**src/hw/rtl/bfd_pkg.sv**
```systemverilog
// shared types, constants and register codes of the box filter downscaler
package bfd_pkg;

   localparam int PIX_W       = 8;
   localparam int HSUM_W      = 10;
   localparam int CSUM_W      = 12;
   localparam int FACTOR_W    = 3;
   localparam int WIDTH_W     = 12;
   localparam int HEIGHT_W    = 13;
   localparam int ROW_W       = 12;
   localparam int SUB_W       = 2;
   localparam int NUM_CH      = 3;
   localparam int CSR_INDEX_W = 2;
   localparam int CSR_DATA_W  = 13;
   localparam int QUEUE_DEPTH = 4;

   localparam int DEFAULT_MAX_OUT_WIDTH = 2048;
   localparam int MAX_OUT_HEIGHT        = 4096;

   // register indexes
   localparam logic [CSR_INDEX_W-1:0] REG_SCALE_FACTOR = 2'd0;
   localparam logic [CSR_INDEX_W-1:0] REG_OUT_WIDTH    = 2'd1;
   localparam logic [CSR_INDEX_W-1:0] REG_OUT_HEIGHT   = 2'd2;

   // factor codes
   localparam logic [FACTOR_W-1:0] FACTOR_ONE   = 3'd1;
   localparam logic [FACTOR_W-1:0] FACTOR_TWO   = 3'd2;
   localparam logic [FACTOR_W-1:0] FACTOR_THREE = 3'd3;
   localparam logic [FACTOR_W-1:0] FACTOR_FOUR  = 3'd4;

   // divide by nine as multiply by ceil(2^15/9) then shift, exact below 2^15
   localparam logic [CSUM_W-1:0] RECIP_NINE  = 12'd3641;
   localparam int                RECIP_SHIFT = 15;

   // one block column of one pixel row, handed from front to back
   typedef struct packed {
      logic [NUM_CH-1:0][HSUM_W-1:0] hsum;
      logic                          first_row;
      logic                          emit;
      logic [FACTOR_W-1:0]           factor;
      logic                          row_end;
      logic                          frame_end;
   } job_type;

   typedef logic [NUM_CH-1:0][CSUM_W-1:0] csum_type;

endpackage

```
**src/hw/rtl/bfd_if.sv**
```systemverilog
// request and response channel interfaces of the box filter downscaler
interface bfd_req_if;
   import bfd_pkg::*;
   logic             valid;
   logic             ready;
   logic [PIX_W-1:0] in_red;
   logic [PIX_W-1:0] in_green;
   logic [PIX_W-1:0] in_blue;
   modport source (output valid, output in_red, output in_green, output in_blue,
                   input ready);
   modport sink (input valid, input in_red, input in_green, input in_blue,
                 output ready);
endinterface


```
**src/hw/rtl/bfd_front.sv**
```systemverilog
// front end: config registers, block position counters and horizontal sums
module bfd_front #(
   parameter int MAX_OUT_WIDTH = bfd_pkg::DEFAULT_MAX_OUT_WIDTH,
   parameter int COL_W         = 11
) (
   input  logic                             clock,
   input  logic                             reset,
   input  logic                             csr_write_en,
   input  logic [bfd_pkg::CSR_INDEX_W-1:0]  csr_index,
   input  logic [bfd_pkg::CSR_DATA_W-1:0]   csr_wdata,
   bfd_req_if.sink                          req_chan,
   output logic                             push_valid,
   output bfd_pkg::job_type                 push_job,
   output logic [COL_W-1:0]                 push_idx,
   input  logic                             push_ready
);
   import bfd_pkg::*;

   localparam int EW    = $clog2(MAX_OUT_WIDTH + 1);
   localparam int CMP_W = ((EW > WIDTH_W) ? EW : WIDTH_W) + 1;

   logic [FACTOR_W-1:0] scale_ff, scale_in;
   logic [WIDTH_W-1:0]  width_ff, width_in;
   logic [HEIGHT_W-1:0] height_ff, height_in;
   logic [SUB_W-1:0]    sub_col_ff, sub_col_in;
   logic [SUB_W-1:0]    sub_row_ff, sub_row_in;
   logic [COL_W-1:0]    col_ff, col_in;
   logic [ROW_W-1:0]    row_ff, row_in;
   logic [NUM_CH-1:0][HSUM_W-1:0] hp_ff, hp_in;

   logic [FACTOR_W-1:0] eff_f;
   logic [CMP_W-1:0]    eff_w;
   logic [HEIGHT_W-1:0] eff_h;
   logic [NUM_CH-1:0][HSUM_W-1:0] hs;
   logic [NUM_CH-1:0][PIX_W-1:0]  px;
   logic accept, col_end, row_done, last_col, last_row, cfg_hit;

   assign px[0] = req_chan.in_red;
   assign px[1] = req_chan.in_green;
   assign px[2] = req_chan.in_blue;

   assign req_chan.ready = push_ready;
   assign accept         = req_chan.valid & push_ready;

   // clamp register values to their legal ranges
   always_comb begin
      case (scale_ff) inside
         3'd0:         eff_f = FACTOR_ONE;
         [3'd1:3'd4]:  eff_f = scale_ff;
         default:      eff_f = FACTOR_FOUR;
      endcase
      if (width_ff == '0) begin
         eff_w = CMP_W'(1);
      end else if (CMP_W'(width_ff) > CMP_W'(MAX_OUT_WIDTH)) begin
         eff_w = CMP_W'(MAX_OUT_WIDTH);
      end else begin
         eff_w = CMP_W'(width_ff);
      end
      if (height_ff == '0) begin
         eff_h = HEIGHT_W'(1);
      end else if (height_ff > HEIGHT_W'(MAX_OUT_HEIGHT)) begin
         eff_h = HEIGHT_W'(MAX_OUT_HEIGHT);
      end else begin
         eff_h = height_ff;
      end
   end

   always_comb begin
      for (int c = 0; c < NUM_CH; c++) begin
         hs[c] = ((sub_col_ff == '0) ? HSUM_W'(0) : hp_ff[c]) + HSUM_W'(px[c]);
      end
   end

   assign col_end  = ({1'b0, sub_col_ff} + 3'd1) >= eff_f;
   assign row_done = ({1'b0, sub_row_ff} + 3'd1) >= eff_f;
   assign last_col = (CMP_W'(col_ff) + CMP_W'(1)) >= eff_w;
   assign last_row = ({1'b0, row_ff} + HEIGHT_W'(1)) >= eff_h;

   assign push_valid         = accept & col_end;
   assign push_idx           = col_ff;
   assign push_job.hsum      = hs;
   assign push_job.first_row = (sub_row_ff == '0);
   assign push_job.emit      = row_done;
   assign push_job.factor    = eff_f;
   assign push_job.row_end   = last_col;
   assign push_job.frame_end = last_col & last_row;

   always_comb begin
      scale_in   = scale_ff;
      width_in   = width_ff;
      height_in  = height_ff;
      sub_col_in = sub_col_ff;
      sub_row_in = sub_row_ff;
      col_in     = col_ff;
      row_in     = row_ff;
      hp_in      = hp_ff;
      cfg_hit    = 1'b0;
      if (csr_write_en) begin
         case (csr_index)
            REG_SCALE_FACTOR: begin
               scale_in = csr_wdata[FACTOR_W-1:0];
               cfg_hit  = 1'b1;
            end
            REG_OUT_WIDTH: begin
               width_in = csr_wdata[WIDTH_W-1:0];
               cfg_hit  = 1'b1;
            end
            REG_OUT_HEIGHT: begin
               height_in = csr_wdata[HEIGHT_W-1:0];
               cfg_hit   = 1'b1;
            end
            default: cfg_hit = 1'b0;
         endcase
      end
      if (cfg_hit) begin
         // any register write restarts the frame
         sub_col_in = '0;
         sub_row_in = '0;
         col_in     = '0;
         row_in     = '0;
         hp_in      = '0;
      end else if (accept) begin
         if (!col_end) begin
            hp_in      = hs;
            sub_col_in = sub_col_ff + SUB_W'(1);
         end else begin
            hp_in      = '0;
            sub_col_in = '0;
            if (last_col) begin
               col_in = '0;
               if (row_done) begin
                  sub_row_in = '0;
                  row_in     = last_row ? '0 : row_ff + ROW_W'(1);
               end else begin
                  sub_row_in = sub_row_ff + SUB_W'(1);
               end
            end else begin
               col_in = col_ff + COL_W'(1);
            end
         end
      end
   end

   always_ff @(posedge clock) begin
      if (reset) begin
         scale_ff   <= FACTOR_ONE;
         width_ff   <= WIDTH_W'(1);
         height_ff  <= HEIGHT_W'(1);
         sub_col_ff <= '0;
         sub_row_ff <= '0;
         col_ff     <= '0;
         row_ff     <= '0;
         hp_ff      <= '0;
      end else begin
         scale_ff   <= scale_in;
         width_ff   <= width_in;
         height_ff  <= height_in;
         sub_col_ff <= sub_col_in;
         sub_row_ff <= sub_row_in;
         col_ff     <= col_in;
         row_ff     <= row_in;
         hp_ff      <= hp_in;
      end
   end

endmodule

```
**src/flat_wrapper.sv**
```systemverilog
// flat-port wrapper written by rule: the top's interface ports become plain ports
module bfd_front_flat import bfd_pkg::*;
#(
   parameter int MAX_OUT_WIDTH = bfd_pkg::DEFAULT_MAX_OUT_WIDTH,
   parameter int COL_W         = 11
)
  (clock, reset, csr_write_en, csr_index, csr_wdata, push_valid, push_job, push_idx, push_ready, req_chan_valid, req_chan_in_red, req_chan_in_green, req_chan_in_blue, req_chan_ready);
  bfd_req_if req_chan_i ();
  input  logic clock;
  input  logic reset;
  input  logic csr_write_en;
  input  logic [bfd_pkg::CSR_INDEX_W-1:0] csr_index;
  input  logic [bfd_pkg::CSR_DATA_W-1:0] csr_wdata;
  output logic push_valid;
  output bfd_pkg::job_type push_job;
  output logic [COL_W-1:0] push_idx;
  input  logic push_ready;
  input wire logic [$bits(req_chan_i.valid)-1:0] req_chan_valid;
  input wire logic [$bits(req_chan_i.in_red)-1:0] req_chan_in_red;
  input wire logic [$bits(req_chan_i.in_green)-1:0] req_chan_in_green;
  input wire logic [$bits(req_chan_i.in_blue)-1:0] req_chan_in_blue;
  output wire logic [$bits(req_chan_i.ready)-1:0] req_chan_ready;
  assign req_chan_i.valid = req_chan_valid;
  assign req_chan_i.in_red = req_chan_in_red;
  assign req_chan_i.in_green = req_chan_in_green;
  assign req_chan_i.in_blue = req_chan_in_blue;
  assign req_chan_ready = req_chan_i.ready;
  bfd_front #(.MAX_OUT_WIDTH(MAX_OUT_WIDTH), .COL_W(COL_W)) u_core (.clock(clock), .reset(reset), .csr_write_en(csr_write_en), .csr_index(csr_index), .csr_wdata(csr_wdata), .req_chan(req_chan_i), .push_valid(push_valid), .push_job(push_job), .push_idx(push_idx), .push_ready(push_ready));
endmodule
```
**config.mk**
```make
export PLATFORM = sky130hd
export DESIGN_NAME = bfd_front_flat
export DESIGN_NICKNAME = d
export VERILOG_FILES = /design/src/hw/rtl/bfd_pkg.sv /design/src/hw/rtl/bfd_if.sv /design/src/hw/rtl/bfd_front.sv /design/src/flat_wrapper.sv
export SDC_FILE = /design/constraint.sdc
export NUM_CORES = 1
export LEC_CHECK = 0
export ABC_AREA = 0
export BUFFER_PORTS_ARGS = -buffer_cell sky130_fd_sc_hd__buf_2
export CAP_MARGIN = 25
export CELL_PAD_IN_SITES_DETAIL_PLACEMENT = 1
export CELL_PAD_IN_SITES_GLOBAL_PLACEMENT = 1
export CORE_ASPECT_RATIO = 0.7
export CORE_UTILIZATION = 43
export CTS_BUF_LIST = sky130_fd_sc_hd__clkbuf_8
export DETAILED_ROUTE_END_ITERATION = 16
export PLACE_DENSITY_LB_ADDON = 0.1
export SLEW_MARGIN = 0
export SYNTH_ARGS = -nofsm -noshare
export SYNTH_HDL_FRONTEND = slang
export SYNTH_SLANG_ARGS = --single-unit
```
**constraint.sdc**
```tcl
create_clock -name clock -period 4.1 [get_ports clock]
set_clock_uncertainty 0.2 [all_clocks]
set_input_delay 0 -clock clock [delete_from_list [all_inputs] [get_ports clock]]
set_output_delay 0 -clock clock [all_outputs]
set_load 0.02 [all_outputs]
```
# Word level (Yosys, flattened, before mapping)

Index checks and enable logic that the tools add are counted.

Register bits after elaboration: 85
Bits in latches: 0
Bits in writable memories: 0
ROM bits: 0
Input bits: 44
Output and inout bits: 50
Word-level logic and storage cells: 65
Memories kept: 0

Add/subtract/negate cells: 11
Multiply operators: 0
Divide/modulo/power cells: 0
Order comparisons: 8
Eq/ne operators: 2
Shift operators: 0
Muxes and demuxes: 16
Bitwise logic cells: 3
Reduce and logical (&&, ||, !) cells: 15

Operator list:

| cell                                           | count |
|---|---|
| 2-to-1 mux 13 bit                              | 3 |
| adder 10 x 8 -> 10 bit                         | 3 |
| 2-to-1 mux 10 bit                              | 3 |
| 2-to-1 mux 30 bit                              | 1 |
| greater-or-equal comparator 13 bit             | 2 |
| 2-to-1 mux 12 bit                              | 2 |
| adder 12 x 1 -> 13 bit (second input constant) | 1 |
| > comparator 13 bit (second input constant)    | 1 |
| logical NOT 13 bit                             | 1 |
| adder 11 x 1 -> 12 bit (second input constant) | 1 |
| adder 12 x 1 -> 12 bit (second input constant) | 1 |
| > comparator 12 bit (second input constant)    | 1 |
| logical NOT 12 bit                             | 1 |
| adder 11 x 1 -> 11 bit (second input constant) | 1 |
| 2-to-1 mux 11 bit                              | 1 |
| AND reduction 2 bit                            | 4 |
| adder 2 x 1 -> 3 bit (second input constant)   | 2 |
| greater-or-equal comparator 3 bit              | 2 |
| logical NOT 2 bit                              | 3 |
| 2-to-1 mux 3 bit                               | 2 |
| adder 2 x 1 -> 2 bit (second input constant)   | 2 |
| 2-to-1 mux 2 bit                               | 2 |
| AND reduction 4 bit                            | 1 |
| bitwise AND 1 bit                              | 3 |
| other kinds (10)                               | 11 |

# Depth between registers and ports, before layout

Gate-level depths: netlist of run 1.

Word-level depth: 6
Depth in mapped cells: 14

# Least setup slack after synthesis of run 1

OpenSTA, ideal clock, no wires.

Path kind: reg2reg
Start: register u_core.sub_col_ff[0]
End: register u_core.hp_ff[26] in the netlist's numbering
Setup time: 60 ps
Data arrival time: 2808 ps
Required time: 3840 ps
Setup slack: 1032 ps
Cell stages (with the launch flop): 15
Path buffers: 2
Period minus slack after synthesis: 3068 ps
Cells stage by stage: dfxtp_1 inv_1 ha_1 buf_2 clkbuf_1 nor2b_1 ha_1 inv_1 fa_1 nor2b_1 o21ai_1 a21boi_0 nor2_1 xnor2_1 a22o_1

RTL lines:

| item                   | line             | RTL |
|---|---|---|
| start, declared        | bfd_front.sv:25  | `logic [SUB_W-1:0] sub_col_ff, sub_col_in;` |
| start signal, assigned | bfd_front.sv:158 | `sub_col_ff <= sub_col_in;` |
| end signal, assigned   | bfd_front.sv:162 | `hp_ff <= hp_in;` |
| end, declared          | bfd_front.sv:29  | `logic [NUM_CH-1:0][HSUM_W-1:0] hp_ff, hp_in;` |

==> results of run 1 <==
==> registers in the layout, indices dropped and copies added, names as in the netlist <==
| signal | count |
|---|---|
| u_core.hp_ff | 30 |
| u_core.height_ff | 13 |
| u_core.row_ff | 12 |
| u_core.width_ff | 12 |
| u_core.push_idx | 11 |
| u_core.scale_ff | 3 |
| u_core.sub_col_ff | 2 |
| u_core.sub_row_ff | 2 |
==> repair_timing <==
| action | in CTS | in global routing |
|---|---|---|
| endpoints found under the hold margin | 41 | 0 |
| gates resized for setup | 0 | 0 |
| hold buffers | 41 | 0 |
==> through the flow <==
stage               utilization  total power (W)  setup slack [ns]  hold WS [ns]
global route             0.5435         0.001906            0.1376       0.02050
floorplan                     -         0.001052             1.032      -0.08741
finish                   0.5435         0.001837            0.4237       0.02419
CTS                      0.5435         0.001837            0.3745     0.0009804
detailed placement       0.4947         0.001146            0.7537       0.05369
global placement         0.4947         0.001136            0.9034       0.03978
==> cell families (layout without fill, tap and decap cells) <==
group / after synthesis / count (layout) / share of synthesized area
and+or+nand+nor: 299 / 299 / 0.2446
AOI/OAI and AO/OA: 171 / 171 / 0.1997
DFF: 85 / 85 / 0.2949
adders and majority gates: 64 / 64 / 0.1427
buffers and inverters: 60 / 180 / 0.04489
xor gates and xnor gates: 42 / 42 / 0.06376
muxes: 5 / 5 / 0.009325
==> worst max-delay path: cells and delay by family, from the launching register on <==
family                   cells  cell delay [ns]
AO/OA/AOI/OAI                3             0.88
flip-flops                   1             0.36
XOR/XNOR                     1             0.18
buffers and inverters        4             0.64
AND/OR/NAND/NOR              2             0.13
adder cells (fa/ha/maj)      3             0.93
==> cell type report <==
type | instances | area [sq um]
Fill cell | 1590 | 5826
Multi-Input combinational cell | 581 | 3809
Sequential cell | 85 | 1702
Timing Repair Buffer | 139 | 913.4
Tap cell | 162 | 202.7
Clock buffer | 10 | 137.6
Inverter | 26 | 97.59
Clock inverter | 5 | 75.07
==> power by group through the flow <==
stage	Clock (W)	Combinational, W	Sequential, W
detailed placement	0	0.000278	0.000868
global placement	0	0.000269	0.000867
finish	0.000673	0.000315	0.000849
CTS	0.000683	0.000306	0.000848
global route	0.000714	0.000342	0.000851
floorplan	0	0.000187	0.000865
==> cell usage in the layout, fill, tap and decap left out, types with 8 or more instances in the layout <==
cell	n
sky130_fd_sc_hd__a21o_1	9
sky130_fd_sc_hd__a21oi_1	60
sky130_fd_sc_hd__a22o_1	15
sky130_fd_sc_hd__a22oi_1	15
sky130_fd_sc_hd__and3_1	12
sky130_fd_sc_hd__buf_2	93
sky130_fd_sc_hd__clkbuf_8	10
sky130_fd_sc_hd__dfxtp_1	85
sky130_fd_sc_hd__dlygate4sd3_1	41
sky130_fd_sc_hd__ha_1	61
sky130_fd_sc_hd__inv_1	26
sky130_fd_sc_hd__nand2_1	111
sky130_fd_sc_hd__nand2b_1	9
sky130_fd_sc_hd__nand3_1	23
sky130_fd_sc_hd__nor2_1	67
sky130_fd_sc_hd__nor2b_1	33
sky130_fd_sc_hd__nor3_1	12
sky130_fd_sc_hd__o21ai_0	14
sky130_fd_sc_hd__o21ai_1	10
sky130_fd_sc_hd__xnor2_1	34
sky130_fd_sc_hd__xor2_1	8
==> per-layer routing <==
layer | vias up | share of wire | track usage
met3 | 29 | 0.036 | 0.04422
met1 | 2810 | 0.48 | 0.3727
li1 | 2770 | - | -
met2 | 117 | 0.46 | 0.4592
met5 | - | 0 | 0
met4 | 0 | 0.016 | 0.07523
==> synth_stat cells, types with 5 or more instances <==
cell and n:
sky130_fd_sc_hd__nand2_1 111, sky130_fd_sc_hd__dfxtp_1 85, sky130_fd_sc_hd__nor2_1 67, sky130_fd_sc_hd__ha_1 61, sky130_fd_sc_hd__a21oi_1 60, sky130_fd_sc_hd__xnor2_1 34, sky130_fd_sc_hd__nor2b_1 33, sky130_fd_sc_hd__inv_1 26
sky130_fd_sc_hd__nand3_1 23, sky130_fd_sc_hd__clkbuf_1 20, sky130_fd_sc_hd__a22o_1 15, sky130_fd_sc_hd__a22oi_1 15, sky130_fd_sc_hd__o21ai_0 14, sky130_fd_sc_hd__and3_1 12, sky130_fd_sc_hd__nor3_1 12, sky130_fd_sc_hd__o21ai_1 10
sky130_fd_sc_hd__a21o_1 9, sky130_fd_sc_hd__nand2b_1 9, sky130_fd_sc_hd__buf_2 8, sky130_fd_sc_hd__xor2_1 8, sky130_fd_sc_hd__a211oi_1 6, sky130_fd_sc_hd__o21a_1 6, sky130_fd_sc_hd__o22ai_1 5, sky130_fd_sc_hd__o2bb2ai_1 5
==> worst max-delay path by stage <==
stage / startpoint / slack, ns / depth (start not counted) / to
3_3_place_gp: u_core.sub_col_ff[0] / 0.90 / 13 / push_job[25]
3_5_place_dp: u_core.row_ff[0] / 0.75 / 11 / u_core.row_ff[0]
5_1_grt: u_core.sub_col_ff[0] / 0.14 / 13 / push_job[25]
2_1_floorplan: u_core.sub_col_ff[0] / 1.03 / 14 / u_core.hp_ff[26]
6_report: u_core.sub_col_ff[0] / 0.42 / 13 / push_job[25]
4_1_cts: u_core.sub_col_ff[0] / 0.37 / 13 / push_job[25]
==> flow_results.xml, run 1 <==
<?xml version="1.0" encoding="UTF-8"?>
<metrics>
  <group name="outcome">
    <metric name="status" unit="">finished clean</metric>
  </group>
  <group name="power_and_ir_drop">
    <metric name="combPwrFrac" unit="">0.172</metric>
    <metric name="cellLeakagePower" unit="nW">2.974</metric>
    <metric name="cellInternalPower" unit="W">0.001309</metric>
    <metric name="switchingPower" unit="W">0.0005279</metric>
    <metric name="power_switching_share" unit="">0.2874</metric>
    <metric name="reg_power_frac" unit="">0.462</metric>
    <metric name="cellPowerDensity" unit="nW/um^2">264.8</metric>
    <metric name="irDropWorstVdd" unit="V">0.0001672</metric>
    <metric name="share_clk_of_total_power" unit="">0.366</metric>
  </group>
  <group name="final_layout">
    <metric name="post_layout_nonfiller_instances" unit="">1008</metric>
    <metric name="final_layout_size_suffix_gt1_frac" unit="">0.1560</metric>
    <metric name="num_antenna_cells" unit="">0</metric>
    <metric name="flow.area_growth_from_synthesis" unit="%">20.23</metric>
    <metric name="design.final.nets" unit="">950</metric>
    <metric name="post-route-cell-area" unit="sq um">6937</metric>
  </group>
  <group name="die">
    <metric name="row_count" unit="">34</metric>
    <metric name="ioPinCount" unit="">94</metric>
    <metric name="floorplan.initialDensity" unit="">0.4521</metric>
    <metric name="dieHeight" unit="um">98.91</metric>
    <metric name="die_boundary_width" unit="um">140.4</metric>
    <metric name="coreArea" unit="sq um">12760</metric>
    <metric name="die-area" unit="sq um">13890</metric>
  </group>
  <group name="run">
    <metric name="cap_violations" unit="">0</metric>
  </group>
  <group name="worst_setup_path">
    <metric name="crit_path_start_kind" unit="">flip-flop</metric>
    <metric name="r2r_end" unit="">u_core.row_ff[0]</metric>
    <metric name="ff2ff_setup_slack" unit="ns">0.66</metric>
    <metric name="endpoint_kind" unit="">output port</metric>
    <metric name="timing.reg2reg.worst_path_depth" unit="">11</metric>
    <metric name="critPathRequiredTime" unit="ns">3.90</metric>
    <metric name="cp_slowest_stage_delay" unit="ns">0.51</metric>
    <metric name="crit_arrival" unit="ns">3.48</metric>
    <metric name="crit_slowest_cell" unit="">sky130_fd_sc_hd__ha_1</metric>
    <metric name="worstReg2RegStart" unit="">u_core.push_idx[3]</metric>
    <metric name="worst-setup-path-type" unit="">reg -&gt; out</metric>
    <metric name="worstPathMaxFanout" unit="">13</metric>
    <metric name="cp_cell_sequence" unit="">inv_1 -&gt; ha_1 -&gt; buf_4 -&gt; nor2b_1 -&gt; ha_1 -&gt; inv_1 -&gt; fa_1 -&gt; nor2b_1 -&gt; o21ai_0 -&gt; a21oi_1 -&gt; o41ai_2 -&gt; xnor2_1 -&gt; buf_2</metric>
  </group>
  <group name="clock_network">
    <metric name="cts-htree-levels" unit="">3</metric>
    <metric name="clock-sinks" unit="">85</metric>
    <metric name="numCtsBuffers" unit="">9</metric>
    <metric name="postCtsSetupBuffers" unit="">0</metric>
    <metric name="clkSlewWorstSetupHoldPaths" unit="ns">0.09</metric>
    <metric name="clk-insertion-delay-late" unit="ns">0.36</metric>
    <metric name="tritoncts" unit="">built</metric>
    <metric name="cts.path.max_buffers" unit="">2</metric>
    <metric name="cts-root-buf" unit="">sky130_fd_sc_hd__clkbuf_8</metric>
  </group>
  <group name="logic_synthesis">
    <metric name="synth-edff-count" unit="">0</metric>
    <metric name="synth-warning-count" unit="">0</metric>
    <metric name="post-synth-top-area-cell" unit="">sky130_fd_sc_hd__dfxtp_1</metric>
    <metric name="synth_cell_types" unit="">57</metric>
    <metric name="synth_seq_cells" unit="">85</metric>
    <metric name="yosysTopAreaCellShare" unit="">0.2949</metric>
    <metric name="synthesis.area" unit="sq um">5769</metric>
    <metric name="syn_nets" unit="">834</metric>
    <metric name="gate_count_after_technology_mapping" unit="">726</metric>
    <metric name="synth_top_flop_cell" unit="">sky130_fd_sc_hd__dfxtp_1</metric>
    <metric name="yosys-top-cells-area" unit="">sky130_fd_sc_hd__dfxtp_1, sky130_fd_sc_hd__ha_1, sky130_fd_sc_hd__nand2_1</metric>
    <metric name="ys_seq_area_frac" unit="">0.2949</metric>
    <metric name="postSynth.asyncResetShare" unit="">0</metric>
    <metric name="syn_area_per_cell" unit="sq um">7.947</metric>
  </group>
  <group name="timing">
    <metric name="rsz_0062_raised_after_global_routing" unit="">false</metric>
    <metric name="hold_viol_final" unit="">0</metric>
    <metric name="timing.fmax" unit="MHz">272.0</metric>
    <metric name="worst_pin_slew" unit="ns">0.8361</metric>
    <metric name="pins_over_slew_limit" unit="">0</metric>
    <metric name="setup_tns" unit="ns">0</metric>
    <metric name="min_period_over_period" unit="">0.8966</metric>
    <metric name="final_period_minus_worst_setup_slack" unit="ns">3.676</metric>
    <metric name="report.final.setup_viol" unit="">0</metric>
    <metric name="max_slew_headroom_at_the_worst_pin" unit="">0.4413</metric>
  </group>
  <group name="detailed_routing">
    <metric name="wl_per_cell" unit="um">18.59</metric>
    <metric name="number_of_drc_violations_after_detailed_routing" unit="">0</metric>
    <metric name="drt_iter0_drc" unit="">310</metric>
    <metric name="drt_pass1_iterations" unit="">5</metric>
    <metric name="vias" unit="">5726</metric>
    <metric name="detail-route-antenna-nets" unit="">0</metric>
    <metric name="via_per_inst" unit="">5.681</metric>
    <metric name="detail_route.wirelength" unit="um">18730</metric>
  </group>
  <group name="placement">
    <metric name="dpl_cell_area" unit="sq um">6314</metric>
    <metric name="port_buffers" unit="">93</metric>
    <metric name="place_inst" unit="">952</metric>
    <metric name="dpl.hpwl" unit="um">13330</metric>
    <metric name="place.gp.congestion" unit="">0.8582</metric>
  </group>
  <group name="min_path">
    <metric name="holdCritStartpoint" unit="">req_chan_in_blue[6]</metric>
    <metric name="holdPathEnd" unit="">u_core.hp_ff[26]</metric>
    <metric name="hold-path-cell-count" unit="">4</metric>
    <metric name="worst_min_path_class" unit="">in -&gt; reg</metric>
  </group>
  <group name="global_route">
    <metric name="grt_overflow" unit="">0</metric>
    <metric name="globalRouteTotalUtil" unit="">0.2767</metric>
    <metric name="grt_antenna_before_repair" unit="">0</metric>
    <metric name="first_global_vias" unit="">5785</metric>
    <metric name="grt_start_max_net_pins" unit="">47</metric>
    <metric name="wire_length_of_the_first_global_routing_pass" unit="um">30250</metric>
  </group>
</metrics>
(Power assumes the default switching activity.)
==> inputs of run 2 (changes only) <==
Settings changed: CELL_PAD_IN_SITES_DETAIL_PLACEMENT 1 to 2, CELL_PAD_IN_SITES_GLOBAL_PLACEMENT 1 to 2, CORE_UTILIZATION 43 to 34.
==> run 2 against run 1 <==
Clock power fell by 13%. Sequential power hardly changed. Fmax shrank 2.0%. Final area rose by 1.9%. Register-to-register slack lost 0.23 ns. Total power fell by 4.1%. Global-route usage shrank 2.8 points. Highest routed layer unchanged.
==> flow_results.xml, run 2 (synthesis results as in run 1) <==
<?xml version="1.0" encoding="UTF-8"?>
<metrics>
  <group name="clock_network">
    <metric name="clkSlewWorstSetupHoldPaths" unit="ns">0.09</metric>
    <metric name="cts-resized-gates" unit="">0</metric>
    <metric name="cts.path.max_buffers" unit="">2</metric>
    <metric name="postCtsSetupBuffers" unit="">0</metric>
    <metric name="tritoncts" unit="">built</metric>
    <metric name="clk-insertion-delay-late" unit="ns">0.39</metric>
    <metric name="numCtsBuffers" unit="">9</metric>
    <metric name="clock-sinks" unit="">85</metric>
    <metric name="cts-htree-levels" unit="">3</metric>
    <metric name="cts-root-buf" unit="">sky130_fd_sc_hd__clkbuf_8</metric>
  </group>
  <group name="global_route">
    <metric name="grt_start_max_net_pins" unit="">36</metric>
    <metric name="first_global_vias" unit="">6282</metric>
    <metric name="grt_antenna_before_repair" unit="">2</metric>
    <metric name="wire_length_of_the_first_global_routing_pass" unit="um">33310</metric>
    <metric name="grt_overflow" unit="">0</metric>
    <metric name="globalRouteTotalUtil" unit="">0.2492</metric>
  </group>
  <group name="detailed_routing">
    <metric name="detail_route.wirelength" unit="um">21300</metric>
    <metric name="wl_per_cell" unit="um">19.67</metric>
    <metric name="vias" unit="">5795</metric>
    <metric name="via_per_inst" unit="">5.351</metric>
    <metric name="number_of_drc_violations_after_detailed_routing" unit="">0</metric>
    <metric name="detail-route-antenna-nets" unit="">0</metric>
    <metric name="drt_iter0_drc" unit="">213</metric>
    <metric name="drt_pass1_iterations" unit="">4</metric>
  </group>
  <group name="worst_setup_path">
    <metric name="worstPathMaxFanout" unit="">26</metric>
    <metric name="cp_cell_sequence" unit="">inv_1 -&gt; ha_1 -&gt; buf_4 -&gt; nor2b_1 -&gt; ha_1 -&gt; inv_1 -&gt; fa_1 -&gt; nor2b_1 -&gt; o21ai_1 -&gt; a21boi_0 -&gt; nor2_1 -&gt; xnor2_1 -&gt; buf_2</metric>
    <metric name="crit_slowest_cell" unit="">sky130_fd_sc_hd__dfxtp_1</metric>
    <metric name="crit_path_start_kind" unit="">flip-flop</metric>
    <metric name="crit_arrival" unit="ns">3.55</metric>
    <metric name="worst-setup-path-type" unit="">reg -&gt; out</metric>
    <metric name="cp_slowest_stage_delay" unit="ns">0.43</metric>
    <metric name="endpoint_kind" unit="">output port</metric>
    <metric name="critPathRequiredTime" unit="ns">3.90</metric>
  </group>
  <group name="final_layout">
    <metric name="nFillCells" unit="">1935</metric>
    <metric name="top_register" unit="">u_core.hp_ff</metric>
    <metric name="final_layout_size_suffix_gt1_frac" unit="">0.1554</metric>
    <metric name="biggestRegsByFlops" unit="">u_core.hp_ff x30, u_core.height_ff x13</metric>
    <metric name="finish.utilization" unit="">0.4300</metric>
    <metric name="largest_register_ffs" unit="">30</metric>
    <metric name="design.final.nets" unit="">959</metric>
    <metric name="commonest_non_fill_non_tap_cells_in_the_layout" unit="">sky130_fd_sc_hd__nand2_1, sky130_fd_sc_hd__buf_2, sky130_fd_sc_hd__dfxtp_1</metric>
    <metric name="flow.area_growth_from_synthesis" unit="%">22.55</metric>
    <metric name="layout_commonest_cell" unit="">sky130_fd_sc_hd__nand2_1</metric>
  </group>
  <group name="die">
    <metric name="coreArea" unit="sq um">16440</metric>
    <metric name="row_count" unit="">39</metric>
    <metric name="die_boundary_width" unit="um">157.7</metric>
    <metric name="floorplan.initialDensity" unit="">0.3508</metric>
    <metric name="dieHeight" unit="um">111.0</metric>
    <metric name="die-area" unit="sq um">17500</metric>
    <metric name="ioPinCount" unit="">94</metric>
  </group>
  <group name="timing">
    <metric name="setup_tns" unit="ns">0</metric>
    <metric name="pins_over_slew_limit" unit="">0</metric>
    <metric name="final_period_minus_worst_setup_slack" unit="ns">3.752</metric>
    <metric name="hold_viol_final" unit="">0</metric>
    <metric name="min_period_over_period" unit="">0.9151</metric>
    <metric name="worst_pin_slew" unit="ns">0.8649</metric>
    <metric name="timing.fmax" unit="MHz">266.5</metric>
    <metric name="rsz_0062_raised_after_global_routing" unit="">false</metric>
    <metric name="max_slew_headroom_at_the_worst_pin" unit="">0.4213</metric>
    <metric name="report.final.setup_viol" unit="">0</metric>
  </group>
  <group name="run">
    <metric name="cap_violations" unit="">0</metric>
  </group>
  <group name="placement">
    <metric name="place.gp.congestion" unit="">0.8107</metric>
    <metric name="dpl.hpwl" unit="um">15060</metric>
    <metric name="port_buffers" unit="">93</metric>
  </group>
  <group name="power_and_ir_drop">
    <metric name="cellLeakagePower" unit="nW">3.013</metric>
    <metric name="post_layout_power" unit="W">0.001762</metric>
    <metric name="irDropWorstVdd" unit="V">0.0001305</metric>
    <metric name="cellPowerDensity" unit="nW/um^2">249.2</metric>
  </group>
  <group name="outcome">
    <metric name="status" unit="">finished clean</metric>
  </group>
  <group name="min_path">
    <metric name="worst_min_path_class" unit="">in -&gt; reg</metric>
  </group>
</metrics>
-- run 2: changes by cell type in the layout (fill, tap and decap cells not counted), sizes merged --
cell	delta
clkbuf	+1
bufinv	-2
buf	+2
inv	+3
dlygate4sd3	+7
clkinv	-1
diode	+2
-- run 2: stage by stage --
stage	instances	hold slack, ns	cell area [sq um]	setup slack [ns]
2_1_floorplan	726	-0.08741	5769	1.032
3_3_place_gp	1017	0.04190	6407	0.8362
3_5_place_dp	1017	0.05451	6407	0.6584
4_1_cts	1081	0.006074	7066	0.3342
5_1_grt	1083	0.03543	7071	0.08923
6_report	1083	0.02538	7071	0.3481
-- run 2: worst paths after layout --
path              slack, ns  depth (start not counted)               end                  from
setup reg to reg       0.43                         13  u_core.hp_ff[27]  u_core.sub_col_ff[0]
hold / removal         0.03                          4   u_core.hp_ff[6]    req_chan_in_red[6]
hold reg to reg        0.27                          2  u_core.hp_ff[10]      u_core.hp_ff[10]
setup / recovery       0.35                         13      push_job[33]  u_core.sub_col_ff[0]
-- run 2: layer usage --
| layer | vias to the layer above | part of all wire | GRT usage |
|---|---|---|---|
| met2 | 90 | 0.48 | 0.4085 |
| li1 | 2795 | - | - |
| met5 | - | 0 | 0 |
| met4 | 0 | 0.019 | 0.07508 |
| met1 | 2872 | 0.47 | 0.3246 |
| met3 | 38 | 0.033 | 0.05356 |
-- run 2: cell type report --
type	count	area, sq um	area share
multi-input combinational	581	3809	0.5387
sequential	85	1702	0.2407
timing repair buffer	148	998.5	0.1412
tap	225	281.5	0.03982
clock buffer	11	151.4	0.02141
inverter	26	97.59	0.01380
clock inverter	5	26.28	0.003716
antenna	2	5.005	0.0007078
-- run 2: worst max-delay path: cells and delay by family, from the launching register on --
| family | cells | cell delay (ns) |
|---|---|---|
| buf+inv | 4 | 0.68 |
| simple gates | 3 | 0.44 |
| flops | 1 | 0.43 |
| xor+xnor | 1 | 0.24 |
| compound gates | 2 | 0.40 |
| fa+ha+maj | 3 | 0.96 |
-- run 2: power by group --
group          total [W]  switching, W  internal, W  leakage (nW)
combinational   0.000330      0.000207     0.000123          2.22
sequential      0.000849     0.0000112     0.000838         0.687
clock           0.000583      0.000333     0.000250         0.102
total            0.00176      0.000551      0.00121          3.01
-- run 2: timing repair --
| action | CTS | global route |
|---|---|---|
| setup endpoints to repair | 0 | 0 |
| endpoints found under the hold margin | 46 | 0 |
| hold buffers | 48 | 0 |
==> inputs of run 3 (changes only) <==
Settings changed: CELL_PAD_IN_SITES_DETAIL_PLACEMENT 2 to unset, CELL_PAD_IN_SITES_GLOBAL_PLACEMENT 2 to unset, CORE_UTILIZATION 34 to 45, PLACE_DENSITY set to 0.66, PLACE_DENSITY_LB_ADDON 0.1 to unset.
==> run 3 against run 2 <==
Critical path depth did not move. Clock-buffer cell count did not move. Die area fell by 24%. Critical endpoint is now push_job[15]. Cell count fell by 7.0%. Fmax rose by 3.7%. Combinational power fell by 9.4%. Register-to-register slack improved by 0.20 ns. Hold slack got worse by 0.012 ns. First-iteration DRC count rose by 61%.
==> flow_results.xml, run 3 (synthesis results as in run 1) <==
<?xml version="1.0" encoding="UTF-8"?>
<metrics>
  <group name="final_layout">
    <metric name="biggestRegsByFlops" unit="">u_core.hp_ff x30, u_core.height_ff x13</metric>
    <metric name="largest_register_ffs" unit="">30</metric>
    <metric name="design.final.nets" unit="">949</metric>
    <metric name="flow.area_growth_from_synthesis" unit="%">19.45</metric>
    <metric name="post_layout_nonfiller_instances" unit="">1007</metric>
    <metric name="num_antenna_cells" unit="">0</metric>
    <metric name="nFillCells" unit="">1193</metric>
    <metric name="final_layout_size_suffix_gt1_frac" unit="">0.1550</metric>
    <metric name="layout_commonest_cell" unit="">sky130_fd_sc_hd__nand2_1</metric>
    <metric name="top_register" unit="">u_core.hp_ff</metric>
    <metric name="commonest_non_fill_non_tap_cells_in_the_layout" unit="">sky130_fd_sc_hd__nand2_1, sky130_fd_sc_hd__buf_2, sky130_fd_sc_hd__dfxtp_1</metric>
  </group>
  <group name="power_and_ir_drop">
    <metric name="reg_power_frac" unit="">0.500</metric>
    <metric name="switchingPower" unit="W">0.0004963</metric>
    <metric name="cellPowerDensity" unit="nW/um^2">246.2</metric>
    <metric name="share_clk_of_total_power" unit="">0.324</metric>
    <metric name="cellInternalPower" unit="W">0.001201</metric>
    <metric name="irDropWorstVdd" unit="V">0.0001498</metric>
    <metric name="post_layout_power" unit="W">0.001697</metric>
    <metric name="power_switching_share" unit="">0.2924</metric>
    <metric name="combPwrFrac" unit="">0.176</metric>
    <metric name="cellLeakagePower" unit="nW">2.966</metric>
  </group>
  <group name="global_route">
    <metric name="grt_antenna_before_repair" unit="">0</metric>
    <metric name="first_global_vias" unit="">5238</metric>
    <metric name="grt_overflow" unit="">0</metric>
    <metric name="wire_length_of_the_first_global_routing_pass" unit="um">25120</metric>
    <metric name="globalRouteTotalUtil" unit="">0.2379</metric>
    <metric name="grt_start_max_net_pins" unit="">37</metric>
  </group>
  <group name="timing">
    <metric name="min_period_over_period" unit="">0.8823</metric>
    <metric name="final_period_minus_worst_setup_slack" unit="ns">3.617</metric>
    <metric name="hold_viol_final" unit="">0</metric>
    <metric name="pins_over_slew_limit" unit="">0</metric>
    <metric name="rsz_0062_raised_after_global_routing" unit="">false</metric>
    <metric name="setup_tns" unit="ns">0</metric>
    <metric name="fin_ws" unit="ns">0.4827</metric>
    <metric name="timing.fmax" unit="MHz">276.4</metric>
    <metric name="max_slew_headroom_at_the_worst_pin" unit="">0.4126</metric>
    <metric name="report.final.setup_viol" unit="">0</metric>
    <metric name="worst_pin_slew" unit="ns">0.8752</metric>
  </group>
  <group name="clock_network">
    <metric name="postCtsSetupBuffers" unit="">0</metric>
    <metric name="tritoncts" unit="">built</metric>
    <metric name="clkSlewWorstSetupHoldPaths" unit="ns">0.08</metric>
    <metric name="clock-sinks" unit="">85</metric>
    <metric name="clk-insertion-delay-late" unit="ns">0.36</metric>
    <metric name="numCtsBuffers" unit="">9</metric>
    <metric name="cts.path.max_buffers" unit="">2</metric>
    <metric name="cts-root-buf" unit="">sky130_fd_sc_hd__clkbuf_8</metric>
    <metric name="cts-htree-levels" unit="">3</metric>
  </group>
  <group name="worst_setup_path">
    <metric name="worstReg2RegStart" unit="">u_core.sub_col_ff[0]</metric>
    <metric name="worst-setup-path-type" unit="">reg -&gt; out</metric>
    <metric name="timing.reg2reg.worst_path_depth" unit="">10</metric>
    <metric name="worstSetupEndpoint" unit="">push_job[15]</metric>
    <metric name="startpoint" unit="">u_core.sub_col_ff[0]</metric>
    <metric name="worstPathMaxFanout" unit="">14</metric>
    <metric name="crit_arrival" unit="ns">3.42</metric>
    <metric name="crit_path_start_kind" unit="">flip-flop</metric>
    <metric name="ff2ff_setup_slack" unit="ns">0.63</metric>
    <metric name="endpoint_kind" unit="">output port</metric>
    <metric name="critPathRequiredTime" unit="ns">3.90</metric>
    <metric name="r2r_end" unit="">u_core.push_idx[0]</metric>
  </group>
  <group name="placement">
    <metric name="port_buffers" unit="">93</metric>
    <metric name="place_worst_setup_slack" unit="ns">0.6672</metric>
    <metric name="place_inst" unit="">951</metric>
    <metric name="dpl.hpwl" unit="um">11210</metric>
    <metric name="place.gp.congestion" unit="">0.8779</metric>
  </group>
  <group name="die">
    <metric name="coreArea" unit="sq um">12460</metric>
    <metric name="floorplan.initialDensity" unit="">0.4629</metric>
    <metric name="die_boundary_width" unit="um">137.3</metric>
    <metric name="ioPinCount" unit="">94</metric>
    <metric name="die-area" unit="sq um">13290</metric>
    <metric name="dieHeight" unit="um">96.74</metric>
    <metric name="row_count" unit="">34</metric>
  </group>
  <group name="run">
    <metric name="cap_violations" unit="">0</metric>
  </group>
  <group name="detailed_routing">
    <metric name="wl_per_cell" unit="um">15.20</metric>
    <metric name="number_of_drc_violations_after_detailed_routing" unit="">0</metric>
    <metric name="drt_pass1_iterations" unit="">5</metric>
    <metric name="vias" unit="">5553</metric>
    <metric name="via_per_inst" unit="">5.514</metric>
    <metric name="detail-route-antenna-nets" unit="">0</metric>
    <metric name="drt_iter0_drc" unit="">342</metric>
    <metric name="detail_route.wirelength" unit="um">15310</metric>
  </group>
  <group name="outcome">
    <metric name="status" unit="">finished clean</metric>
  </group>
  <group name="min_path">
    <metric name="worst_min_path_class" unit="">in -&gt; reg</metric>
  </group>
</metrics>
[run 3: area by class of cell]
class                   count  area (sq um)  share of cell area
inverters                  26         97.59             0.01416
clock inverters             4         23.77            0.003450
clock buffers              11         151.4             0.02197
repair buffers            138         905.9              0.1314
well taps                 162         202.7             0.02941
multi-input cells         581          3809              0.5527
flip-flops and latches     85          1702              0.2469
[run 3: how the worst min path moves through the flow]
stage | cells after the start | to | from
floorplan | 1 | req_chan_ready | push_ready
global placement | 2 | req_chan_ready | push_ready
detailed placement | 2 | req_chan_ready | push_ready
CTS | 5 | u_core.hp_ff[23] | req_chan_in_blue[3]
global route | 4 | u_core.hp_ff[26] | req_chan_in_blue[6]
finish | 5 | u_core.hp_ff[23] | req_chan_in_blue[3]
[run 3: metrics by stage]
stage          hold WS, ns  cell area (sq um)    util
3_3_place_gp       0.04153               6306  0.5059
2_1_floorplan     -0.08741               5769       -
4_1_cts           0.003249               6892  0.5529
3_5_place_dp       0.04496               6306  0.5059
5_1_grt            0.02305               6892  0.5529
6_report           0.01338               6892  0.5529
[run 3: worst max-delay path: stages, from the launching register on]
cell and delay, ns:
sky130_fd_sc_hd__dfxtp_1 0.41, sky130_fd_sc_hd__inv_1 0.07, sky130_fd_sc_hd__ha_1 0.37, sky130_fd_sc_hd__buf_4 0.27, sky130_fd_sc_hd__nor2b_1 0.12, sky130_fd_sc_hd__ha_1 0.24
sky130_fd_sc_hd__inv_1 0.08, sky130_fd_sc_hd__fa_1 0.41, sky130_fd_sc_hd__nor2b_1 0.13, sky130_fd_sc_hd__o21ai_0 0.10, sky130_fd_sc_hd__a21oi_1 0.25, sky130_fd_sc_hd__o41ai_2 0.14
sky130_fd_sc_hd__xnor2_1 0.26, sky130_fd_sc_hd__buf_2 0.21
[run 3: repair_timing]
action	4_1_cts	5_1_grt
setup endpoints to repair	0	0
resized for setup	0	0
hold buffers	41	0
endpoints found under the hold margin	38	0
[run 3: layer usage]
metal | GRT usage | part of all wire | up-vias
met5 | 0 | 0 | -
met4 | 0.07185 | 0.020 | 0
met3 | 0.04193 | 0.050 | 30
met2 | 0.3683 | 0.44 | 149
met1 | 0.3340 | 0.49 | 2602
li1 | - | - | 2772
[run 3: power by group through the flow]
stage / registers (W) / clock network (W) / logic, W
after floorplan: 0.000865 / 0 / 0.000187
after global placement: 0.000867 / 0 / 0.000263
after detailed placement: 0.000867 / 0 / 0.000270
after CTS: 0.000848 / 0.000566 / 0.000295
after global routing: 0.000850 / 0.000601 / 0.000328
final: 0.000848 / 0.000550 / 0.000299
